### src/rtl/tcw_pkg.sv
// Shared types and constants for the text console character writer.
`timescale 1ns / 1ps

package tcw_pkg;

	// Width of one stored cell: attribute in the high byte, character in the low byte.
	localparam int CELL_W    = 16;
	localparam int CHAR_W    = 8;
	localparam int ROW_OUT_W = 5;
	localparam int COL_OUT_W = 7;

	// Command codes carried by the cmd field.
	localparam logic [1:0] CMD_PUT   = 2'd0;
	localparam logic [1:0] CMD_CLEAR = 2'd1;
	localparam logic [1:0] CMD_READ  = 2'd2;

	// Character and cell constants.
	localparam logic [CHAR_W-1:0] CHAR_NEWLINE      = 8'h0A;
	localparam logic [CELL_W-1:0] BLANK_CELL        = 16'h0720;
	localparam logic [CHAR_W-1:0] DEFAULT_COLOR_RST = 8'h07;

	// One result as handed from the sequencer to the output register.
	typedef struct packed {
		logic [CELL_W-1:0]    cell_value;
		logic [ROW_OUT_W-1:0] cursor_row;
		logic [COL_OUT_W-1:0] cursor_col;
		logic                 did_scroll;
	} tcw_result_t;

endpackage

### src/rtl/tcw_seq.sv
// Sequencer: cursor, command decode and the sweep that clears or scrolls the store.
`timescale 1ns / 1ps

module tcw_seq #(
	parameter int ROWS   = 25,
	parameter int COLS   = 80,
	parameter int ADDR_W = 11
) (
	input  logic                        clk,
	input  logic                        arst_n,
	input  logic                        in_valid,
	output logic                        in_stall,
	input  logic                        out_free,
	input  logic [1:0]                  cmd,
	input  logic [7:0]                  char_code,
	input  logic                        use_item_color,
	input  logic [7:0]                  item_color,
	input  logic [4:0]                  read_row,
	input  logic [6:0]                  read_col,
	input  logic [7:0]                  default_color,
	output logic                        res_load,
	output tcw_pkg::tcw_result_t        res,
	output logic                        ram_we,
	output logic [ADDR_W-1:0]           ram_waddr,
	output logic [tcw_pkg::CELL_W-1:0]  ram_wdata,
	output logic [ADDR_W-1:0]           ram_raddr,
	input  logic [tcw_pkg::CELL_W-1:0]  ram_rdata
);
	import tcw_pkg::*;

	localparam int RW     = $clog2(ROWS);
	localparam int CW     = $clog2(COLS);
	localparam int NCELLS = ROWS * COLS;

	localparam logic [ADDR_W-1:0] LAST_ADDR = ADDR_W'(NCELLS - 1);
	localparam logic [ADDR_W-1:0] COPY_END  = ADDR_W'(NCELLS - COLS);
	localparam logic [ADDR_W-1:0] ROW_STEP  = ADDR_W'(COLS);
	localparam logic [RW-1:0]     LAST_ROW  = RW'(ROWS - 1);
	localparam logic [CW-1:0]     LAST_COL  = CW'(COLS - 1);

	typedef enum logic [1:0] {
		ST_SWEEP,
		ST_DRAIN,
		ST_IDLE,
		ST_READ
	} state_t;

	state_t            state_q;
	logic [ADDR_W-1:0] ptr_q;
	logic              scroll_q;
	logic              report_q;
	logic              rd_ok_q;
	logic [RW-1:0]     cursor_row_q;
	logic [CW-1:0]     cursor_col_q;
	logic              wr_s1;
	logic              blank_s1;
	logic [ADDR_W-1:0] addr_s1;

	logic              accept;
	logic              is_newline;
	logic              wrap;
	logic              at_bottom;
	logic              scroll_now;
	logic [RW-1:0]     put_row;
	logic [CW-1:0]     put_col;
	logic [ADDR_W-1:0] cur_addr;
	logic [ADDR_W-1:0] rd_addr;
	logic              rd_in_range;
	logic [7:0]        attr;

	// Requests are taken only when idle and the output register can take the result.
	assign in_stall = !((state_q == ST_IDLE) && out_free);
	assign accept   = in_valid && !in_stall;

	// Cursor advance for a put request.
	assign is_newline = (char_code == CHAR_NEWLINE);
	assign wrap       = is_newline || (cursor_col_q == LAST_COL);
	assign at_bottom  = (cursor_row_q == LAST_ROW);
	assign scroll_now = wrap && at_bottom;
	assign put_col    = wrap ? '0 : cursor_col_q + 1'b1;
	assign put_row    = (wrap && !at_bottom) ? cursor_row_q + 1'b1 : cursor_row_q;

	// Linear addresses of the cursor cell and of the cell asked for by a read.
	assign cur_addr    = ADDR_W'(cursor_row_q) * ROW_STEP + ADDR_W'(cursor_col_q);
	assign rd_addr     = ADDR_W'(read_row) * ROW_STEP + ADDR_W'(read_col);
	assign rd_in_range = (read_row < ROWS) && (read_col < COLS);
	assign attr        = use_item_color ? item_color : default_color;

	// Write port: the sweep stage has priority; a put writes only while idle.
	always_comb begin
		ram_we    = 1'b0;
		ram_waddr = addr_s1;
		ram_wdata = blank_s1 ? BLANK_CELL : ram_rdata;
		if (wr_s1) begin
			ram_we = 1'b1;
		end else if (accept && (cmd == CMD_PUT) && !is_newline) begin
			ram_we    = 1'b1;
			ram_waddr = cur_addr;
			ram_wdata = {attr, char_code};
		end
	end

	// Read port: the sweep reads one row ahead, otherwise the read request address.
	assign ram_raddr = (state_q == ST_SWEEP) ? ptr_q + ROW_STEP : rd_addr;

	// Result handed to the output register.
	always_comb begin
		res_load       = 1'b0;
		res.cell_value = '0;
		res.cursor_row = ROW_OUT_W'(cursor_row_q);
		res.cursor_col = COL_OUT_W'(cursor_col_q);
		res.did_scroll = 1'b0;
		case (state_q)
			ST_IDLE: begin
				if (accept) begin
					case (cmd)
						CMD_PUT: begin
							res_load       = !scroll_now;
							res.cursor_row = ROW_OUT_W'(put_row);
							res.cursor_col = COL_OUT_W'(put_col);
						end
						CMD_CLEAR: res_load = 1'b0;
						CMD_READ:  res_load = 1'b0;
						default:   res_load = 1'b1;
					endcase
				end
			end
			ST_READ: begin
				res_load       = 1'b1;
				res.cell_value = rd_ok_q ? ram_rdata : '0;
			end
			ST_DRAIN: begin
				res_load       = report_q;
				res.did_scroll = scroll_q;
			end
			default: res_load = 1'b0;
		endcase
	end

	// State, cursor and sweep stage. Reset starts with a blanking sweep.
	always_ff @(posedge clk or negedge arst_n) begin
		if (!arst_n) begin
			state_q      <= ST_SWEEP;
			ptr_q        <= '0;
			scroll_q     <= 1'b0;
			report_q     <= 1'b0;
			rd_ok_q      <= 1'b0;
			cursor_row_q <= '0;
			cursor_col_q <= '0;
			wr_s1        <= 1'b0;
			blank_s1     <= 1'b0;
			addr_s1      <= '0;
		end else begin
			case (state_q)
				ST_SWEEP: begin
					wr_s1    <= 1'b1;
					addr_s1  <= ptr_q;
					blank_s1 <= !(scroll_q && (ptr_q < COPY_END));
					ptr_q    <= ptr_q + 1'b1;
					if (ptr_q == LAST_ADDR) begin
						state_q <= ST_DRAIN;
					end
				end
				ST_DRAIN: begin
					wr_s1   <= 1'b0;
					state_q <= ST_IDLE;
				end
				ST_IDLE: begin
					if (accept) begin
						case (cmd)
							CMD_PUT: begin
								cursor_row_q <= put_row;
								cursor_col_q <= put_col;
								if (scroll_now) begin
									scroll_q <= 1'b1;
									report_q <= 1'b1;
									ptr_q    <= '0;
									state_q  <= ST_SWEEP;
								end
							end
							CMD_CLEAR: begin
								cursor_row_q <= '0;
								cursor_col_q <= '0;
								scroll_q     <= 1'b0;
								report_q     <= 1'b1;
								ptr_q        <= '0;
								state_q      <= ST_SWEEP;
							end
							CMD_READ: begin
								rd_ok_q <= rd_in_range;
								state_q <= ST_READ;
							end
							default: state_q <= ST_IDLE;
						endcase
					end
				end
				ST_READ: begin
					state_q <= ST_IDLE;
				end
				default: state_q <= ST_IDLE;
			endcase
		end
	end

endmodule

### config.mk
export PLATFORM = sky130hd
export DESIGN_NAME = tcw_seq
export DESIGN_NICKNAME = d
export VERILOG_FILES = /design/src/rtl/tcw_pkg.sv /design/src/rtl/tcw_seq.sv
export SDC_FILE = /design/constraint.sdc
export NUM_CORES = 1
export LEC_CHECK = 0
export BUFFER_PORTS_ARGS = -buffer_cell sky130_fd_sc_hd__clkbuf_2
export CAP_MARGIN = 5
export CORE_ASPECT_RATIO = 1.1
export CORE_MARGIN = 5
export CORE_UTILIZATION = 55
export DETAILED_ROUTE_END_ITERATION = 8
export HOLD_SLACK_MARGIN = 0.06
export PLACE_DENSITY = 0.86
export SETUP_SLACK_MARGIN = 0.15
export SYNTH_ARGS = -nofsm -noshare
export SYNTH_HDL_FRONTEND = slang
export SYNTH_SLANG_ARGS = --single-unit
### constraint.sdc
create_clock -name clk -period 4.2 [get_ports clk]
set_input_delay 0.21 -clock clk [delete_from_list [all_inputs] [get_ports clk]]
set_output_delay 0.21 -clock clk [all_outputs]
set_load 0.01 [all_outputs]
# == After elaboration in Yosys (flattened, before gate mapping) ==
# Cells that the tools add are included.
# totals
ff_bits,41
# classes
n_addsub,6
mux,35
n_eq_ne,14
reduce_logical,26
mul,2
n_lt_le_gt_ge,3
# op_table
operator,n
$mux 16,5
$mux 11,5
$pmux 11 s2,2
$mux 12,3
$add 11x7->11,2
$mul 5x3->7 const B,2
$pmux 7 s2,1
$pmux 2 s3,2
$add 11x1->11 const B,1
$add 11x7->11 const B,1
$eq 11x11->1 const B,1
$lt 11x11->1 const B,1
$pmux 5 s2,1
$reduce_and 3->1,3
$eq 8x4->1 const B,1
$logic_and 1x1->1,8
$mux 8,1
$pmux 1 s2,4
$reduce_and 4->1,2
$add 7x1->7 const B,1
$eq 7x7->1 const B,1
$lt 7x7->1 const B,1
$mux 7,1
$eq 2x2->1 const B,3
17 further kinds,33

# == Depth between registers and ports, before layout ==
# Gate-level depths: netlist of run 1.
# logic_depth
depth_word,7
depth_mapped,8
depth_no_buf,8

# == Worst setup path before layout of run 1 ==
# No wires, ideal clock.
# synth_timing
path_type,register -> output
startpoint,register cursor_row_q[3]
endpoint,output ram_waddr[10]
slack_ns,1.772
n_path_buf,0
required_time_ns,3.990
t_arrival_ns,2.218
stages_incl_launch_ff,9
path_cell_list,dfrtp_1 -> ha_1 -> ha_1 -> fa_1 -> xor2_1 -> o2111ai_1 -> xor2_1 -> xnor2_1 -> o21ai_0
# synth_via
elab_chain_len,4
# synth_lines
element,line_no,rtl
from (decl),tcw_seq.sv:53,logic [RW-1:0] cursor_row_q;
from (signal assigned),tcw_seq.sv:172,cursor_row_q <= put_row;
$mul 5x3->7,tcw_seq.sv:84,assign cur_addr = ADDR_W'(cursor_row_q) * ROW_STEP + ADDR_W'(cursor_col_q);
$add 11x7->11,tcw_seq.sv:84,
$mux 11,tcw_seq.sv:96,end else if (accept && (cmd == CMD_PUT) && !is_newline) begin
$mux 11,tcw_seq.sv:94,if (wr_s1) begin
to (decl),tcw_seq.sv:24,"output logic [ADDR_W-1:0] ram_waddr,"
# No other way between the ends.

# == Worst setup path in the final report of run 1 ==
# Ends and elaborated chain as after synthesis.

==> flow_metrics.env, run 1 <==
export IMPL_drc=0
export IMPL_grt_overflow=0
export IMPL_syn_area_per_cell_um2=7.84
export IMPL_synth_top_cell_area_share_pct=26.8
export IMPL_die_area_um2=8740
export IMPL_tightest_slew_ns=1.01
export IMPL_ys_seq_area_share_pct=26.8
export IMPL_insertion_delay_ns=0.30
export IMPL_grt_pass1_vias=3730
export IMPL_worst_clock_skew_ns=0.00879
export IMPL_synthArstFlopShare_pct=100
export IMPL_syn_num_nets=579
export IMPL_rr_startpoint="cursor_col_q[0]$_DFFE_PN0P_"
export IMPL_grt_pass1_wl_um=18000
export IMPL_slew_viol_final=0
export IMPL_critPathArrivalTime_ns=2.80
export IMPL_io_buffers=128
export IMPL_clkTransAtPathRegs_ns=0.08
export IMPL_cts_tree="done"
export IMPL_drive_above_1_share_pct=24.8
export IMPL_ant_nets=0
export IMPL_post_route_min_period_ns=3.01
export IMPL_clock_fmax_mhz=332
export IMPL_cellPowerDensity_nw_per_um2=168
export IMPL_final_hold_violation_count=0
export IMPL_startpoint_type="flip-flop"
export IMPL_status="completed"
export IMPL_cts_root_buffer_cell="clkbuf_8"
export IMPL_tns_ns=0
export IMPL_synth_flop_cell="dfrtp_1"
export IMPL_pin_count=129
export IMPL_fin_nets=687
export IMPL_cts_htree_levels=2
export IMPL_synth_warnings=0
export IMPL_cp_startpoint="cursor_row_q[3]$_DFFE_PN0P_"
export IMPL_drt_pass1_iter_count=5
export IMPL_core_rowCount=32
export IMPL_routed_wl_um=11100
export IMPL_vias=3953
export IMPL_fp_dieH_um=97.6
export IMPL_gp_congestion=0.977
export IMPL_dp_cells=675
export IMPL_ys_top_cells_by_area="dfrtp_1 27%, nand2_1 11%, ha_1 8.8%"
export IMPL_rsz0062_at_grt="false"
export IMPL_required_ns=3.99
export IMPL_cts_setup_buffers=0
export IMPL_final_cells=682
export IMPL_track_usage_pct=25.6
export IMPL_postSynthCellCount=489
export IMPL_yosysUniqueCellTypes=54
export IMPL_cp_end_kind="output pin"
export IMPL_cts_max_path_buffers=2
export IMPL_synth_edf_count=0
export IMPL_hold_buffers=0
export IMPL_finalSetupViolCount=0
export IMPL_worstPathMaxFanout=9
export IMPL_maxCapViolCount=0
export IMPL_core_area_um2=6890
export IMPL_yosysTopAreaCell="dfrtp_1"
export IMPL_syn_area_um2=3830
export IMPL_cts_resized=0
export IMPL_vdd_drop_max_mv=0.142
export IMPL_cts_inserted_buffers=5
export IMPL_dp_hpwl_um=8720
export IMPL_areaGrowthSynthToFinish_pct=18.4
export IMPL_fin_crit_sh_pct=71.6
export IMPL_chipWidth_um=89.6
export IMPL_clkSinkCount=41
export IMPL_via_per_inst=5.80
export IMPL_start_util_pct=55.7
export IMPL_critPathKind="flip-flop to output pin"
export IMPL_p_leak_uw=0.00241
export IMPL_antenna_found_initial=0
export IMPL_grt_start_max_net_pins=42
export IMPL_hp_class="input port to asynchronous set/reset pin"
export IMPL_drt_first_iter_violations=256
export IMPL_synth_seq_cells=41
export IMPL_antennaDiodeCount=0
export IMPL_wire_per_inst_um=16.3
export IMPL_slew_headroom_pct=32.8
[layout make-up]
| type | instances | area, µm² |
|---|---|---|
| Multi-Input combinational cell | 406 | 2620 |
| Fill cell | 601 | 2350 |
| Sequential cell | 41 | 1030 |
| Timing Repair Buffer | 129 | 648 |
| Tap cell | 85 | 106 |
| Clock buffer | 7 | 86.3 |
| Inverter | 14 | 52.6 |
[where the power goes]
part	internal [µW]	leakage [µW]	switching, µW
registers	394	0.000533	0
clock network	131	0.0000443	135
logic	46.9	0.00184	57.4
[cells in the final DEF (no fill, tap or decap), drive strengths merged, types with 9 or more instances in the layout]
cell    synthesis  routed
and2           19      19
ha             27      27
nand2         108     108
nor2           26      26
dfrtp          41      41
clkbuf         18     135
nand3          14      14
a21oi          18      18
nand3b         18      18
xnor2           9       9
o21ai          46      46
inv            14      14
mux2i          17      17
xor2           15      15
[critical path: stages, from the launching register on]
cell       delay [ns]
dfrtp_1          0.48
ha_1             0.33
ha_1             0.25
fa_1             0.39
xor2_1           0.22
o2111ai_1        0.19
xor2_1           0.19
xnor2_1          0.14
o21ai_0          0.15
clkbuf_2         0.16
[per-stage QoR]
step	worst slack [ns]	power, µW	area [µm²]	utilization [%]	hold WS (ns)
2_1_floorplan	1.77	454	3830	-	-0.0856
3_3_place_gp	1.71	502	4450	64.7	0.419
4_1_cts	1.22	771	4540	65.9	0.101
5_1_grt	1.10	793	4540	65.9	0.165
6_report	1.19	765	4540	65.9	0.0664
3_5_place_dp	1.55	507	4450	64.7	0.430
[sequential cells by signal, indices dropped and copies added (netlist names)]
name and flops:
blank_s1 1, cursor_row_q 5, state_q 2, report_q 1, cursor_col_q 7, rd_ok_q 1, addr_s1 11, wr_s1 1
ptr_q 11, scroll_q 1
[cell usage after synthesis (all sizes together), types with 2 or more instances]
library cell,instances
nor3,8
a2bb2oi,2
o2bb2ai,2
xnor2,9
clkbuf,18
nand3b,18
o211ai,7
a22oi,4
nand2,108
or2,4
o311ai,3
nand2b,3
fa,4
xor2,15
nand3,14
or3,3
a21o,8
o2111ai,2
buf,10
a211oi,2
and4b,2
o31ai,2
a22o,3
nand4,4
and2,19
and3,6
mux2i,17
ha,27
a21oi,18
o22ai,2
inv,14
o21ai,46
nor2,26
nand4b,2
dfrtp,41
nor2b,8
[worst paths after layout]
kind	endpoint	cells past startpoint	slack, ns
max	ram_waddr[10]	9	1.19
min	cursor_row_q[4]$_DFFE_PN0P_	1	0.07
max reg2reg	report_q$_DFFE_PN0P_	6	1.75
min reg2reg	addr_s1[1]$_DFFE_PN0P_	2	0.49
max in group asynchronous	ptr_q[2]$_DFFE_PN0P_	1	3.51
min in group clk	rd_ok_q$_DFFE_PN0P_	4	0.27
[per-layer routing]
metal	vias up	part of all wire [%]	track usage [%]
li1	1917	-	-
met1	1881	40	33.3
met2	134	52	43.0
met3	21	5.5	3.31
met4	0	2.2	8.59
met5	-	0	0
[logic make-up after synthesis]
group                      Yosys count  synth area share (%)
and+or+nand+nor                    230                  29.9
AOI/OAI and AO/OA                  104                  17.6
buffers and inverters               42                  4.90
DFF                                 41                  26.8
adders and majority gates           31                  10.9
xor gates and xnor gates            24                  5.48
muxes                               17                  4.44
No activity file was read; power rests on OpenSTA's default activity.
==> run 2, diff against run 1 <==
--- a/config.mk
+++ b/config.mk
@@ -5,14 +5,15 @@
 export SDC_FILE = /design/constraint.sdc
 export NUM_CORES = 1
 export LEC_CHECK = 0
+export ABC_AREA = 1
 export BUFFER_PORTS_ARGS = -buffer_cell sky130_fd_sc_hd__clkbuf_2
 export CAP_MARGIN = 5
 export CORE_ASPECT_RATIO = 1.1
 export CORE_MARGIN = 5
-export CORE_UTILIZATION = 55
+export CORE_UTILIZATION = 52
 export DETAILED_ROUTE_END_ITERATION = 8
 export HOLD_SLACK_MARGIN = 0.06
-export PLACE_DENSITY = 0.86
+export PLACE_DENSITY = 0.82
 export SETUP_SLACK_MARGIN = 0.15
 export SYNTH_ARGS = -nofsm -noshare
 export SYNTH_HDL_FRONTEND = slang
==> constraint.sdc (replaced) <==
create_clock -name clk -period 3.12 [get_ports clk]
set_input_delay 0.156 -clock clk [delete_from_list [all_inputs] [get_ports clk]]
set_output_delay 0.156 -clock clk [all_outputs]
set_load 0.01 [all_outputs]
==> run 2 against run 1 <==
Effect of this change:
- highest routed layer unchanged
- count of clock-buffer cells in the layout down 2
- core utilization fell by 0.24 points
- synthesized cell count increased by 20%
- register-to-register slack worse by 0.93 ns
- sequential share of layout area fell by 0.56 points
- setup slack worse by 0.85 ns
==> flow_metrics.env, run 2 <==
export IMPL_grt_pass1_wl_um=19000
export IMPL_cts_tree="done"
export IMPL_layout_commonest_cell="nand2_1"
export IMPL_drive_above_1_share_pct=21.8
export IMPL_p_leak_uw=0.00258
export IMPL_syn_num_nets=676
export IMPL_cts_resized=0
export IMPL_areaGrowthSynthToFinish_pct=21.2
export IMPL_grt_pass1_vias=4171
export IMPL_critPathKind="flip-flop to output pin"
export IMPL_cts_root_buffer_cell="clkbuf_8"
export IMPL_synth_edf_count=0
export IMPL_start_util_pct=54.2
export IMPL_clkSinkCount=41
export IMPL_final_hold_violation_count=0
export IMPL_worst_clock_skew_ns=0.00692
export IMPL_mostFrequentLayoutCells="147 x nand2_1, 128 x clkbuf_2, 85 x inv_1"
export IMPL_tightest_slew_ns=1.03
export IMPL_ys_top_cells_by_area="dfrtp_1 27%, nand2_1 14%, ha_1 8.8%"
export IMPL_largestRegisters="addr_s1 x11, ptr_q x11, cursor_col_q x7"
export IMPL_syn_area_um2=3840
export IMPL_maxCapViolCount=0
export IMPL_startpoint_type="flip-flop"
export IMPL_cp_end_kind="output pin"
export IMPL_dp_cells=782
export IMPL_cellPowerDensity_nw_per_um2=448
export IMPL_required_ns=2.96
export IMPL_wire_per_inst_um=14.5
export IMPL_drt_pass1_iter_count=5
export IMPL_grt_start_max_net_pins=42
export IMPL_antenna_found_initial=0
export IMPL_routed_wl_um=11500
export IMPL_synth_warnings=0
export IMPL_post_dp_cell_area_um2=4510
export IMPL_slew_headroom_pct=31.2
export IMPL_gp_congestion=0.924
export IMPL_grt_overflow=0
export IMPL_critPathArrivalTime_ns=2.63
export IMPL_track_usage_pct=25.2
export IMPL_core_rowCount=32
export IMPL_dp_hpwl_um=9450
export IMPL_ys_seq_area_share_pct=26.7
export IMPL_finalSetupViolCount=0
export IMPL_postLayoutCellArea_um2=4650
export IMPL_postSynthCellCount=586
export IMPL_cts_inserted_buffers=5
export IMPL_synthArstFlopShare_pct=100
export IMPL_drt_first_iter_violations=197
export IMPL_cts_max_path_buffers=2
export IMPL_drc=0
export IMPL_ant_nets=0
export IMPL_via_per_inst=5.43
export IMPL_antennaDiodeCount=0
export IMPL_yosysMostFrequentCell="nand2_1"
export IMPL_die_area_um2=9200
export IMPL_clkTransAtPathRegs_ns=0.09
export IMPL_fin_nets=795
export IMPL_hold_buffers=1
export IMPL_io_buffers=128
export IMPL_hp_class="input port to flip-flop"
export IMPL_yosysUniqueCellTypes=35
export IMPL_rsz0062_at_grt="false"
export IMPL_clock_fmax_mhz=359
export IMPL_tns_ns=0
export IMPL_worstPathMaxFanout=8
export IMPL_insertion_delay_ns=0.30
export IMPL_fillers=664
export IMPL_fin_crit_sh_pct=89.2
export IMPL_fin_util_pct=65.7
export IMPL_cts_setup_buffers=0
export IMPL_chipWidth_um=91.9
export IMPL_post_route_min_period_ns=2.78
export IMPL_core_area_um2=7090
export IMPL_synth_seq_cells=41
export IMPL_status="completed"
export IMPL_total_power_uw=2090
export IMPL_slew_viol_final=0
export IMPL_cts_htree_levels=2
export IMPL_ys_top_cells_by_count="147 x nand2_1, 85 x inv_1, 63 x nor2_1, 63 x o21ai_0, 47 x nand3_1"
export IMPL_vias=4299
export IMPL_yosysTopAreaCell="dfrtp_1"
export IMPL_pin_count=129
export IMPL_final_cells=791
export IMPL_synth_flop_cell="dfrtp_1"
export IMPL_fp_dieH_um=100
export IMPL_vdd_drop_max_mv=0.276
export IMPL_synth_top_cell_area_share_pct=26.7
export IMPL_syn_area_per_cell_um2=6.55
run 2: changes by cell type in the layout (fill, tap and decap cells not counted), moves of 11 or more:
cell	before	now
and2_1	19	0
inv_1	14	85
mux2i_1	17	1
nand2_1	108	147
nand3_1	14	47
nand3b_1	18	0
nand4_1	4	15
nor2_1	25	63
o21ai_0	45	63
o21ai_1	1	12
run 2: worst max-delay path, stage by stage (launching register included):
cell      delay (ns)
dfrtp_1         0.53
ha_1            0.31
ha_1            0.23
fa_1            0.38
xor2_1          0.23
nand3_1         0.14
xor2_1          0.19
a21boi_0        0.17
clkbuf_2        0.16
run 2: layout make-up:
type	count	area, µm²	area share, %
clock buffer	5	68.8	1.48
clock inverter	3	68.8	1.48
inverter	87	329	7.07
multi-input combinational	438	2380	51.2
sequential	41	1030	22.0
tap	85	106	2.28
timing repair buffer	132	673	14.5
run 2: cell families (layout without fill, tap and decap cells):
| family | after synthesis | after routing | share of synthesized area (%) |
|---|---|---|---|
| compound gates | 98 | 98 | 13.6 |
| xor+xnor | 19 | 19 | 4.33 |
| fa+ha+maj | 31 | 31 | 10.9 |
| buf+inv | 107 | 227 | 11.2 |
| flops | 41 | 41 | 26.7 |
| mux | 1 | 1 | 0.261 |
| simple gates | 289 | 289 | 33.0 |
run 2: metrics by stage:
step	worst slack, ns	hold WS [ns]
finish	0.338	0.163
detailed placement	0.694	0.380
global placement	0.785	0.370
CTS	0.358	0.173
floorplan	0.893	-0.140
global route	0.202	0.192
run 2: metal layers:
layer / global-route usage [%] / share of wire [%]
met2: 46.2 / 49
met3: 3.97 / 8.2
met5: 0 / 0
met1: 28.8 / 39
met4: 11.5 / 3.3
run 2: where the power goes:
part	switching, µW	total, µW	internal, µW
logic	541	856	315
registers	97.5	705	608
clock network	203	525	322
run 2: final timing paths:
path | to | startpoint | depth (start not counted) | slack [ns]
worst max-delay path | ram_waddr[10] | cursor_row_q[3]$_DFFE_PN0P_ | 8 | 0.34
min in group asynchronous | cursor_col_q[6]$_DFFE_PN0P_ | arst_n | 2 | 0.57
worst min-delay path | rd_ok_q$_DFFE_PN0P_ | read_col[4] | 4 | 0.16
max in group asynchronous | addr_s1[0]$_DFFE_PN0P_ | arst_n | 2 | 1.91
worst max register to register | ptr_q[10]$_DFFE_PN0P_ | cursor_col_q[0]$_DFFE_PN0P_ | 11 | 0.82
worst min register to register | report_q$_DFFE_PN0P_ | report_q$_DFFE_PN0P_ | 2 | 0.48
